$ cat config.mk
export PLATFORM = sky130hd
export DESIGN_NAME = multi_channel_debounce_counter_top
export DESIGN_NICKNAME = d
export VERILOG_FILES = /design/src/sv/mcdc_pkg.sv /design/src/sv/mcdc_lane.sv /design/src/sv/mcdc_merge.sv /design/src/sv/multi_channel_debounce_counter_top.sv
export SDC_FILE = /design/constraint.sdc
export NUM_CORES = 2
export LEC_CHECK = 0
export BUFFER_PORTS_ARGS = -buffer_cell sky130_fd_sc_hd__buf_2
export CORE_MARGIN = 5
export CORE_UTILIZATION = 26
export CTS_CLUSTER_DIAMETER = 120
export DETAILED_ROUTE_END_ITERATION = 8
export GPL_TIMING_DRIVEN = 1
export HOLD_SLACK_MARGIN = 0.03
export PLACE_DENSITY = 0.48
export REMOVE_ABC_BUFFERS = 1
export SKIP_CTS_REPAIR_TIMING = 1
export SLEW_MARGIN = 0
export SYNTH_ARGS = -nofsm -noshare
export SYNTH_HDL_FRONTEND = slang
export SYNTH_SLANG_ARGS = --single-unit
export TNS_END_PERCENT = 1
$ cat constraint.sdc
create_clock -name clk_i -period 9.6 [get_ports clk_i]
set_input_delay 0.96 -clock clk_i [delete_from_list [all_inputs] [get_ports clk_i]]
set_output_delay 0.96 -clock clk_i [all_outputs]
set_load 0.1 [all_outputs]
$ cat src/sv/mcdc_pkg.sv
// Package for the multi-channel debounce counter.
// Holds channel counts, action and register codes, and lane/result types.
// No dependencies.
package mcdc_pkg;

  localparam int unsigned CHANNELS   = 6;   // channels actually processed, 1..MAX_CH
  localparam int unsigned MAX_CH     = 6;   // width of the level fields
  localparam int unsigned TIME_W     = 32;
  localparam int unsigned COUNT_W    = 32;
  localparam int unsigned DEB_W      = 16;
  localparam int unsigned CFG_IDX_W  = 8;
  localparam int unsigned CFG_DATA_W = 16;

  localparam logic [DEB_W-1:0] DEBOUNCE_RESET = 16'd20;

  // Bits of the level fields that belong to processed channels
  localparam logic [MAX_CH-1:0] CHAN_MASK = MAX_CH'((64'd1 << CHANNELS) - 64'd1);

  typedef enum logic [1:0] {
    ACT_SAMPLE = 2'd0,
    ACT_CLEAR  = 2'd1,
    ACT_RESYNC = 2'd2
  } action_e;

  typedef enum logic [CFG_IDX_W-1:0] {
    CFG_DEBOUNCE_TIME = 8'd0,
    CFG_INVERT_ACTIVE = 8'd1
  } cfg_idx_e;

  // What one lane reports after an item
  typedef struct packed {
    logic               raw;
    logic               stable;
    logic [COUNT_W-1:0] count;
  } lane_res_t;

  typedef struct packed {
    logic [MAX_CH-1:0]              raw;
    logic [MAX_CH-1:0]              stable;
    logic [MAX_CH-1:0]              active;
    logic [MAX_CH-1:0][COUNT_W-1:0] count;
  } result_t;

endpackage

$ cat src/sv/mcdc_lane.sv
// One debounce lane: raw tracking, change stamp, stable level and change count.
// Depends on mcdc_pkg. Reports its post-item state combinationally.
module mcdc_lane
  import mcdc_pkg::*;
(
  input  logic               clk_i,
  input  logic               rst_ni,
  input  logic               accept_i,
  input  logic [1:0]         action_i,
  input  logic [TIME_W-1:0]  time_ms_i,
  input  logic               raw_bit_i,
  input  logic [DEB_W-1:0]   debounce_time_i,
  output lane_res_t          lane_res_o
);

  logic               held_raw_q, held_raw_d;
  logic               raw_seen_q, raw_seen_d;
  logic               stable_q, stable_d;
  logic [TIME_W-1:0]  stamp_q, stamp_d;
  logic [COUNT_W-1:0] count_q, count_d;

  logic [TIME_W-1:0]  stamp_smp;
  logic [TIME_W-1:0]  held_for;
  logic               settled;

  // Sample path: stamp moves on a raw edge, then elapsed time is checked
  assign stamp_smp = (raw_bit_i != held_raw_q) ? time_ms_i : stamp_q;
  assign held_for  = time_ms_i - stamp_smp;
  assign settled   = (held_for >= {{(TIME_W-DEB_W){1'b0}}, debounce_time_i})
                     && (stable_q != raw_bit_i);

  always_comb begin
    held_raw_d = held_raw_q;
    raw_seen_d = raw_seen_q;
    stable_d   = stable_q;
    stamp_d    = stamp_q;
    count_d    = count_q;
    if (accept_i) begin
      case (action_i)
        ACT_SAMPLE: begin
          raw_seen_d = raw_bit_i;
          held_raw_d = raw_bit_i;
          stamp_d    = stamp_smp;
          if (settled) begin
            stable_d = raw_bit_i;
            count_d  = count_q + COUNT_W'(1);
          end
        end
        ACT_CLEAR: begin
          count_d = '0;
        end
        ACT_RESYNC: begin
          raw_seen_d = raw_bit_i;
          held_raw_d = raw_bit_i;
          stable_d   = raw_bit_i;
          stamp_d    = time_ms_i;
        end
        default: begin
          // unused code: state holds
        end
      endcase
    end
  end

  always_ff @(posedge clk_i or negedge rst_ni) begin
    if (!rst_ni) begin
      held_raw_q <= 1'b0;
      raw_seen_q <= 1'b0;
      stable_q   <= 1'b0;
      stamp_q    <= '0;
      count_q    <= '0;
    end else begin
      held_raw_q <= held_raw_d;
      raw_seen_q <= raw_seen_d;
      stable_q   <= stable_d;
      stamp_q    <= stamp_d;
      count_q    <= count_d;
    end
  end

  assign lane_res_o.raw    = raw_seen_d;
  assign lane_res_o.stable = stable_d;
  assign lane_res_o.count  = count_d;

endmodule

$ cat src/sv/mcdc_merge.sv
// Merge stage: packs the lane reports into one result item and holds it
// in an output register backed by a skid register. Depends on mcdc_pkg.
module mcdc_merge
  import mcdc_pkg::*;
(
  input  logic      clk_i,
  input  logic      rst_ni,
  input  logic      accept_i,
  input  lane_res_t lane_res_i [MAX_CH],
  input  logic      invert_i,
  input  logic      out_stall_i,
  output logic      out_valid_o,
  output logic      in_stall_o,
  output result_t   res_o
);

  result_t merged;
  result_t out_q, out_d;
  result_t skid_q, skid_d;
  logic    out_valid_q, out_valid_d;
  logic    skid_valid_q, skid_valid_d;
  logic    take;

  always_comb begin
    merged = '0;
    for (int c = 0; c < MAX_CH; c++) begin
      merged.raw[c]    = lane_res_i[c].raw;
      merged.stable[c] = lane_res_i[c].stable;
      merged.count[c]  = lane_res_i[c].count;
    end
    merged.raw    = merged.raw & CHAN_MASK;
    merged.stable = merged.stable & CHAN_MASK;
    merged.active = (merged.stable ^ {MAX_CH{invert_i}}) & CHAN_MASK;
  end

  assign take = out_valid_q && !out_stall_i;

  // An accept only happens with the skid empty (stall is the skid flag)
  always_comb begin
    out_d        = out_q;
    skid_d       = skid_q;
    out_valid_d  = out_valid_q;
    skid_valid_d = skid_valid_q;
    if (take) begin
      if (skid_valid_q) begin
        out_d        = skid_q;
        skid_valid_d = 1'b0;
      end else begin
        out_valid_d = 1'b0;
      end
    end
    if (accept_i) begin
      if (!out_valid_q || take) begin
        out_d       = merged;
        out_valid_d = 1'b1;
      end else begin
        skid_d       = merged;
        skid_valid_d = 1'b1;
      end
    end
  end

  always_ff @(posedge clk_i or negedge rst_ni) begin
    if (!rst_ni) begin
      out_valid_q  <= 1'b0;
      skid_valid_q <= 1'b0;
    end else begin
      out_valid_q  <= out_valid_d;
      skid_valid_q <= skid_valid_d;
    end
  end

  always_ff @(posedge clk_i) begin
    out_q  <= out_d;
    skid_q <= skid_d;
  end

  assign out_valid_o = out_valid_q;
  assign in_stall_o  = skid_valid_q;
  assign res_o       = out_q;

endmodule

$ cat src/sv/multi_channel_debounce_counter_top.sv
// Six-channel time-based switch debouncer with per-channel change counters.
// Input items carry an action, a millisecond time and six raw levels; every
// accepted item yields one result item with raw, stable and active levels
// and the six change counts as they stand after that item.
// Channels: input (in_valid_i / in_stall_o), output (out_valid_o /
// out_stall_i), config writes (cfg_valid_i / cfg_ready_o, always ready):
// index 0 debounce time in ms, index 1 active-level invert in data bit 0.
// An accepted result is registered in the output register, or in the skid
// register if the output is stalled. Throughput: one item per cycle while
// in_stall_o is low; each lane subtracts, compares and increments at accept.
// When the receiver stalls, one more item goes into a skid register, after
// which in_stall_o rises until the output drains.
// Reset clears all channel state, counts and stamps to zero, debounce time
// to 20 ms and invert to off; issue a resync item first after reset.
// Depends on mcdc_pkg, mcdc_lane, mcdc_merge.
module multi_channel_debounce_counter_top
  import mcdc_pkg::*;
(
  input  logic                  clk_i,
  input  logic                  rst_ni,
  input  logic                  in_valid_i,
  output logic                  in_stall_o,
  input  logic [1:0]            action_i,
  input  logic [TIME_W-1:0]     time_ms_i,
  input  logic [MAX_CH-1:0]     raw_levels_i,
  output logic                  out_valid_o,
  input  logic                  out_stall_i,
  output logic [MAX_CH-1:0]     raw_out_o,
  output logic [MAX_CH-1:0]     stable_out_o,
  output logic [MAX_CH-1:0]     active_out_o,
  output logic [COUNT_W-1:0]    count_ch0_o,
  output logic [COUNT_W-1:0]    count_ch1_o,
  output logic [COUNT_W-1:0]    count_ch2_o,
  output logic [COUNT_W-1:0]    count_ch3_o,
  output logic [COUNT_W-1:0]    count_ch4_o,
  output logic [COUNT_W-1:0]    count_ch5_o,
  input  logic                  cfg_valid_i,
  output logic                  cfg_ready_o,
  input  logic [CFG_IDX_W-1:0]  cfg_index_i,
  input  logic [CFG_DATA_W-1:0] cfg_data_i
);

  logic [DEB_W-1:0] debounce_time_q, debounce_time_d;
  logic             invert_active_q, invert_active_d;
  logic             accept;
  lane_res_t        lane_res [MAX_CH];
  result_t          res;

  assign cfg_ready_o = 1'b1;
  assign accept      = in_valid_i && !in_stall_o;

  always_comb begin
    debounce_time_d = debounce_time_q;
    invert_active_d = invert_active_q;
    if (cfg_valid_i && cfg_ready_o) begin
      case (cfg_index_i)
        CFG_DEBOUNCE_TIME: debounce_time_d = cfg_data_i[DEB_W-1:0];
        CFG_INVERT_ACTIVE: invert_active_d = cfg_data_i[0];
        default: begin
          // unknown register: ignored
        end
      endcase
    end
  end

  always_ff @(posedge clk_i or negedge rst_ni) begin
    if (!rst_ni) begin
      debounce_time_q <= DEBOUNCE_RESET;
      invert_active_q <= 1'b0;
    end else begin
      debounce_time_q <= debounce_time_d;
      invert_active_q <= invert_active_d;
    end
  end

  for (genvar c = 0; c < MAX_CH; c++) begin : g_lane
    if (c < CHANNELS) begin : g_used
      mcdc_lane u_lane (
        .clk_i           (clk_i),
        .rst_ni          (rst_ni),
        .accept_i        (accept),
        .action_i        (action_i),
        .time_ms_i       (time_ms_i),
        .raw_bit_i       (raw_levels_i[c]),
        .debounce_time_i (debounce_time_q),
        .lane_res_o      (lane_res[c])
      );
    end else begin : g_unused
      assign lane_res[c] = '0;
    end
  end

  mcdc_merge u_merge (
    .clk_i       (clk_i),
    .rst_ni      (rst_ni),
    .accept_i    (accept),
    .lane_res_i  (lane_res),
    .invert_i    (invert_active_q),
    .out_stall_i (out_stall_i),
    .out_valid_o (out_valid_o),
    .in_stall_o  (in_stall_o),
    .res_o       (res)
  );

  assign raw_out_o    = res.raw;
  assign stable_out_o = res.stable;
  assign active_out_o = res.active;
  assign count_ch0_o  = res.count[0];
  assign count_ch1_o  = res.count[1];
  assign count_ch2_o  = res.count[2];
  assign count_ch3_o  = res.count[3];
  assign count_ch4_o  = res.count[4];
  assign count_ch5_o  = res.count[5];

endmodule

* After elaboration in Yosys (flattened, before gate mapping) *
Index checks and enable logic that the tools add are counted.

word-level totals
  register bits after elaboration = 841
  input bits = 69
  output and inout bits = 213
  logic and storage cells = 179

operators by class
  add/sub/neg operators = 12
  order comparisons = 6
  equality and inequality tests = 15
  mux-type cells = 71
  bitwise logic cells = 2
  reductions and logical operators = 21

operators by type and width
  cell                   number
  $mux 210               4
  $pmux 32 s2            12
  $mux 32                18
  $add 32x1->32 const B  6
  $ge 32x16->1           6
  $sub 32x32->32         6
  $mux 1                 31
  $ne 1x1->1             12
  $pmux 1 s2             6
  $reduce_and 2->1       5
  $eq 8x1->1 const B     1
  $logic_and 1x1->1      8
  $logic_not 8->1        1
  $xor 6x6->6            1
  $logic_not 1->1        3
  $eq 2x1->1 const B     1
  $eq 2x2->1 const B     1
  $logic_not 2->1        1
  $reduce_bool 2->1      1
  $reduce_or 2->1        1
  $logic_or 1x1->1       1
  $not 1->1              1

* Longest topological paths before layout *
  depth in word-level cells = 11
  mapped depth = 33

* By module *
Synthesis repeated with hierarchy kept, for this count alone.

second synthesis, totals
  cell total of the unflattened synthesis = 6051
  area, all modules = 54038.1 um2

by module, submodules not included
  module                                    instances  cells each  area an instance (um2)  sequential area each (um2)
  mcdc_lane at g_lane[0].g_used.u_lane ...  5          767         6388.6                  1676.6
  mcdc_merge                                1          1372        14925.6                 10560.1
  mcdc_lane at g_lane[5].g_used.u_lane      1          801         6471.2                  1676.6
  multi_channel_debounce_counter_top        1          43          698.2                   427.9

* Worst setup path before layout *
Ideal clock, no wire load.

  path kind = register to register
  from = register (tool-made name)
  to = register u_merge.skid_q[0] (netlist name) (enable)
  library setup time = 0.785 ns
  arrival = 10.279 ns
  required time = 8.815 ns
  path slack = -1.464 ns
  cell stages (with the launch flop) = 5
  clock period less this slack = 11.064 ns
  path through = dfrtp_1 > nand2b_1 > clkbuf_1 > buf_1 > nor2_1

RTL lines
  item                    line              RTL
  end signal: assignment  mcdc_merge.sv:75  skid_q <= skid_d;
  end: declaration        mcdc_merge.sv:19  result_t skid_q, skid_d;

* Worst setup path after layout *
  from = register g_lane[2].g_used.u_lane.held_raw_q
  to = register u_merge.skid_q[92] (netlist name) (data pin)

between the ends
  longest elaborated chain between the ends = 8

ends and longest elaborated chain
  item                                     line             RTL
  start: declaration                       mcdc_lane.sv:16  logic held_raw_q, held_raw_d;
  start signal: assignment                 mcdc_lane.sv:73  held_raw_q <= held_raw_d;
  $ne 1x1->1                               mcdc_lane.sv:27  assign stamp_smp = (raw_bit_i != held_raw_q) ? time_ms_i : stamp_q;
  $mux 32                                  mcdc_lane.sv:27
  $sub 32x32->32                           mcdc_lane.sv:28  assign held_for = time_ms_i - stamp_smp;
  $ge 32x16->1                             mcdc_lane.sv:29  assign settled = (held_for >= {{(TIME_W-DEB_W){1'b0}}, debounce_time_i})
  $logic_and 1x1->1                        mcdc_lane.sv:30  && (stable_q != raw_bit_i);
  $mux 32                                  mcdc_lane.sv:44  if (settled) begin
  $pmux 32 s2                              mcdc_lane.sv:39  case (action_i)
  $mux 32                                  mcdc_lane.sv:38  if (accept_i) begin
  net g_lane[2].g_used.u_lane.count_d[28]  mcdc_lane.sv:20  logic [COUNT_W-1:0] count_q, count_d;

The timed path passes the listed nets, and every way through them passes these cells.
A chain may end at the register's enable or synchronous reset.

==> out/summary.log <==
INFO  synth          netlist_top_cells_count=810 x sky130_fd_sc_hd__nand2_1, 419 x sky130_fd_sc_hd__dfrtp_1, 405 x sky130_fd_sc_hd__a21oi_1
INFO  synth          synthArstFlopShare=50.1%
INFO  power          sw_frac_of_total=52.4%
INFO  synth          post-synth-top-count-cell=sky130_fd_sc_hd__nand2_1
INFO  cts            clk_buf_depth=3
INFO  synth          synth_enable_flop_cells=210
INFO  power          p_leak=0.0256uW
INFO  routing        vias_after_detailed_routing=49370
INFO  setup_path     worst-setup-path-type=flip-flop to flip-flop
INFO  power          clkPwrFrac=16.5%
INFO  synth          yosysWarningCount=0
INFO  global_route   grt_remaining_overflow=0
INFO  cts            cts_made_buffers=101
INFO  sta            slew_headroom=21.9%
INFO  routing        drtAntennaViolNets=0
INFO  routing        drt_iter0_markers=3858
INFO  flow_run       max_cap_violations=0
INFO  cts            cts_htree_levels=3
INFO  sta            fmaxAchievable=141MHz
INFO  floorplanning  floorplan.die.width=473um
INFO  sta            worst-slew-pin-transition=1170ps
INFO  placement      place.gp.congestion=0.894
INFO  floorplanning  floorplan.io_pins=282
INFO  cts            ctsRootBufferMaster=sky130_fd_sc_hd__clkbuf_16
INFO  setup_path     critical_path_arrival=7540ps
INFO  placement      numPortBuffers=280
INFO  global_route   grt_pass1_vias=47039
INFO  synth          synth.top_cell.area_share=18.9%
INFO  sta            finalCritPeriodShare=73.7%
INFO  worst_hold_path min_path_type=primary input to asynchronous set/reset pin
INFO  floorplanning  start_util=26.2%
INFO  routing        detail_route.vias_per_cell=5.33
INFO  cts            worst_skew_pair.late_latency=750ps
INFO  synth          ys.flop_type=sky130_fd_sc_hd__dfrtp_1
INFO  floorplanning  fp.dieH=473um
INFO  final_layout   fin_area=63400um2
INFO  final_layout   drive_above_1_share=12.8%
INFO  floorplanning  die-area=223000um2
INFO  global_route   grt_use_total=17.7%
INFO  global_route   antenna_violations_before_repair=25
INFO  synth          post_synth_instance_area=55600um2
INFO  synth          synth_area_leader_cell=sky130_fd_sc_hd__dfrtp_1
INFO  final_layout   area_growth=13.9%
INFO  setup_path     worst_setup_path_start_kind=flip-flop
INFO  cts            path_clk_slew=60ps
INFO  setup_path     required_time_at_the_worst_slack_endpoint=10060ps
INFO  placement      dp_slack=1750ps
INFO  synth          netlist-cell-type-count=114
INFO  power          power.internal=11400uW
INFO  placement      postPlaceCellArea=59900um2
INFO  setup_path     rrSetupSlack=2520ps
INFO  routing        route.detailed.drc=0
INFO  cts            tritoncts=yes
INFO  synth          post_synth_main_area_contributors=sky130_fd_sc_hd__dfrtp_1 19%, sky130_fd_sc_hd__edfxtp_1 11%, sky130_fd_sc_hd__dfxtp_1 7.6%, sky130_fd_sc_hd__nand2_1 5.5%, sky130_fd_sc_hd__ha_1 5.1%
INFO  floorplanning  standard_cell_rows=169
INFO  sta            finalWorstPathRequiredPeriod=7080ps
INFO  final_layout   finalNetCount=6650
INFO  sta            slew_violations=0
INFO  cts            cts_sinks=841
INFO  synth          post_synth.cell_area_avg=8.82um2
INFO  sta            hold_violations=0
INFO  global_route   largest_net_degree_at_the_start_of_global_routing=125
INFO  sta            timing.hold.ws=156ps
INFO  synth          post_synth_inst_count=6307
INFO  status         outcome=finished clean
INFO  power          vdd_drop_max=218uV
INFO  sta            fin_ws=2520ps
INFO  routing        dr.pass1.iters=6
INFO  sta            fin_worst_skew=59.9ps
INFO  setup_path     maximum_fanout_encountered_on_the_critical_timing_path=51
INFO  final_layout   filler_cell_count=22408
INFO  power          power_density=377nW/um2
INFO  synth          ys_ff_latch=841
INFO  setup_path     crit_path_end_kind=flip-flop
INFO  sta            finalSetupViolCount=0
INFO  routing        routedWlPerCell=22.2um
INFO  power          switching_power=12500uW
INFO  placement      dp_hpwl=142000um
INFO  floorplanning  core_area=213000um2
INFO  power          relative_contribution_of_sequential_cells_to_total_power=23.4%
INFO  routing        routed_wl=206000um
INFO  global_route   grt_pass1_wl=307000um
INFO  sta            setup_repair_after_global_routing_missed_its_margin=no
INFO  power          comb_power_share=60.1%
INFO  synth          seq_area_frac_synth=37.8%
## registers in the layout, summed over array words and instances, names as in the netlist, named ones only
name                             count
g_lane.g_used.u_lane.count_q       192
g_lane.g_used.u_lane.stable_q        6
g_lane.g_used.u_lane.raw_seen_q      6
u_merge.res_o                      210
g_lane.g_used.u_lane.held_raw_q      6
u_merge.out_valid_o                  1
invert_active_q                      1
u_merge.skid_q                     210
g_lane.g_used.u_lane.stamp_q       192
debounce_time_q                     16
## through the flow
stage               TNS [ps]  total power [uW]  cells  utilization (%)
finish                     0             23900   9269             29.8
global route               0             25400   9264             29.8
CTS                        0             24000   9261             29.8
global placement           0             19800   9071             28.2
detailed placement         0             19900   9071             28.2
floorplan           -1054140             16300   5873                -
## cell type report
class / instances / area [um2] / area share (%)
timing repair buffer: 377 / 2180 / 3.44
tap: 2821 / 3530 / 5.57
antenna: 8 / 20.0 / 0.0316
clock inverter: 39 / 445 / 0.703
sequential: 841 / 21000 / 33.2
inverter: 159 / 597 / 0.942
clock buffer: 151 / 2970 / 4.68
multi-input combinational: 4873 / 32600 / 51.4
## critical path: stages (launching register included)
cell	delay (ps)
sky130_fd_sc_hd__dfrtp_1	460
sky130_fd_sc_hd__xnor2_2	190
sky130_fd_sc_hd__buf_4	490
sky130_fd_sc_hd__nor2_1	110
sky130_fd_sc_hd__a211o_1	360
sky130_fd_sc_hd__o311ai_1	640
sky130_fd_sc_hd__o21ai_0	360
sky130_fd_sc_hd__nor2_1	230
sky130_fd_sc_hd__o21ai_0	140
sky130_fd_sc_hd__xor2_1	170
sky130_fd_sc_hd__ha_1	300
sky130_fd_sc_hd__nand4_1	110
sky130_fd_sc_hd__nor2_1	80
sky130_fd_sc_hd__nor4_1	280
sky130_fd_sc_hd__o2111ai_1	150
sky130_fd_sc_hd__nor4b_1	340
sky130_fd_sc_hd__o211ai_1	170
sky130_fd_sc_hd__nor4bb_1	330
sky130_fd_sc_hd__nand4_1	620
sky130_fd_sc_hd__nand3_2	910
sky130_fd_sc_hd__or4_1	210
sky130_fd_sc_hd__nand3_1	100
## cells by family after synthesis
family                     share of synthesized area (%)
other                                            0.00674
xor gates and xnor gates                            4.34
muxes                                               7.24
and+or+nand+nor                                     19.4
DFF                                                 37.8
AOI/OAI and AO/OA                                   20.8
adders and majority gates                           6.12
buffers and inverters                               4.21
## metal layers
metal	vias to the layer above	wire, um	track usage (%)
li1	23472	-	-
met1	24385	96300	24.6
met2	1304	93700	28.7
met3	205	11000	2.69
met4	4	4590	4.16
met5	-	27	0
## cell usage in the layout (no fill, tap or decap), types with 27 or more instances in the layout
| cell type | netlist | final |
|---|---|---|
| sky130_fd_sc_hd__mux2_2 | 136 | 136 |
| sky130_fd_sc_hd__a21o_1 | 116 | 116 |
| sky130_fd_sc_hd__nand3_1 | 216 | 215 |
| sky130_fd_sc_hd__clkbuf_16 | 0 | 102 |
| sky130_fd_sc_hd__or2_2 | 27 | 27 |
| sky130_fd_sc_hd__nor2_1 | 323 | 315 |
| sky130_fd_sc_hd__ha_1 | 228 | 228 |
| sky130_fd_sc_hd__maj3_1 | 54 | 54 |
| sky130_fd_sc_hd__a211o_1 | 30 | 30 |
| sky130_fd_sc_hd__o211ai_1 | 129 | 129 |
| sky130_fd_sc_hd__a211oi_1 | 43 | 42 |
| sky130_fd_sc_hd__dfrtp_1 | 419 | 419 |
| sky130_fd_sc_hd__nor4_1 | 41 | 40 |
| sky130_fd_sc_hd__nor3_1 | 115 | 115 |
| sky130_fd_sc_hd__or4_1 | 63 | 63 |
| sky130_fd_sc_hd__o21a_1 | 58 | 58 |
| sky130_fd_sc_hd__edfxtp_1 | 210 | 210 |
| sky130_fd_sc_hd__a31oi_1 | 135 | 135 |
| sky130_fd_sc_hd__o21ai_0 | 380 | 380 |
| sky130_fd_sc_hd__nand2_1 | 810 | 802 |
| sky130_fd_sc_hd__buf_2 | 52 | 279 |
| sky130_fd_sc_hd__inv_1 | 156 | 156 |
| sky130_fd_sc_hd__o22ai_1 | 89 | 89 |
| sky130_fd_sc_hd__nor2b_1 | 79 | 77 |
| sky130_fd_sc_hd__nand4_1 | 83 | 83 |
| sky130_fd_sc_hd__o31ai_1 | 29 | 29 |
| sky130_fd_sc_hd__xor2_1 | 105 | 100 |
| sky130_fd_sc_hd__and4_1 | 30 | 30 |
| sky130_fd_sc_hd__dfxtp_1 | 210 | 210 |
| sky130_fd_sc_hd__a21oi_1 | 405 | 403 |
| sky130_fd_sc_hd__xnor2_1 | 163 | 159 |
| sky130_fd_sc_hd__buf_4 | 7 | 94 |
| sky130_fd_sc_hd__or3_1 | 47 | 47 |
| sky130_fd_sc_hd__mux2i_1 | 248 | 248 |
| sky130_fd_sc_hd__and2_1 | 55 | 54 |
| sky130_fd_sc_hd__and3_1 | 103 | 103 |
| sky130_fd_sc_hd__nand2b_1 | 66 | 65 |
## worst paths after layout
path,depth (start not counted),from,endpoint
setup / recovery,21,g_lane[2].g_used.u_lane.held_raw_q,u_merge.skid_q[92]
hold / removal,1,rst_ni,g_lane[4].g_used.u_lane.count_q[10]
setup reg to reg,21,g_lane[2].g_used.u_lane.held_raw_q,u_merge.skid_q[92]
hold reg to reg,2,u_merge.res_o[199],u_merge.res_o[199]
max in group asynchronous,3,rst_ni,debounce_time_q[8]
min in group clk_i,3,cfg_data_i[10],debounce_time_q[10]
## power by group through the flow
stage	clock (uW)	sequential, uW	combinational [uW]
after detailed placement	0	5650	14300
after global routing	4210	5730	15500
after global placement	0	5620	14200
after floorplan	0	8530	7810
after CTS	4070	5590	14300
final	3940	5590	14400
(Power assumes the default switching activity.)
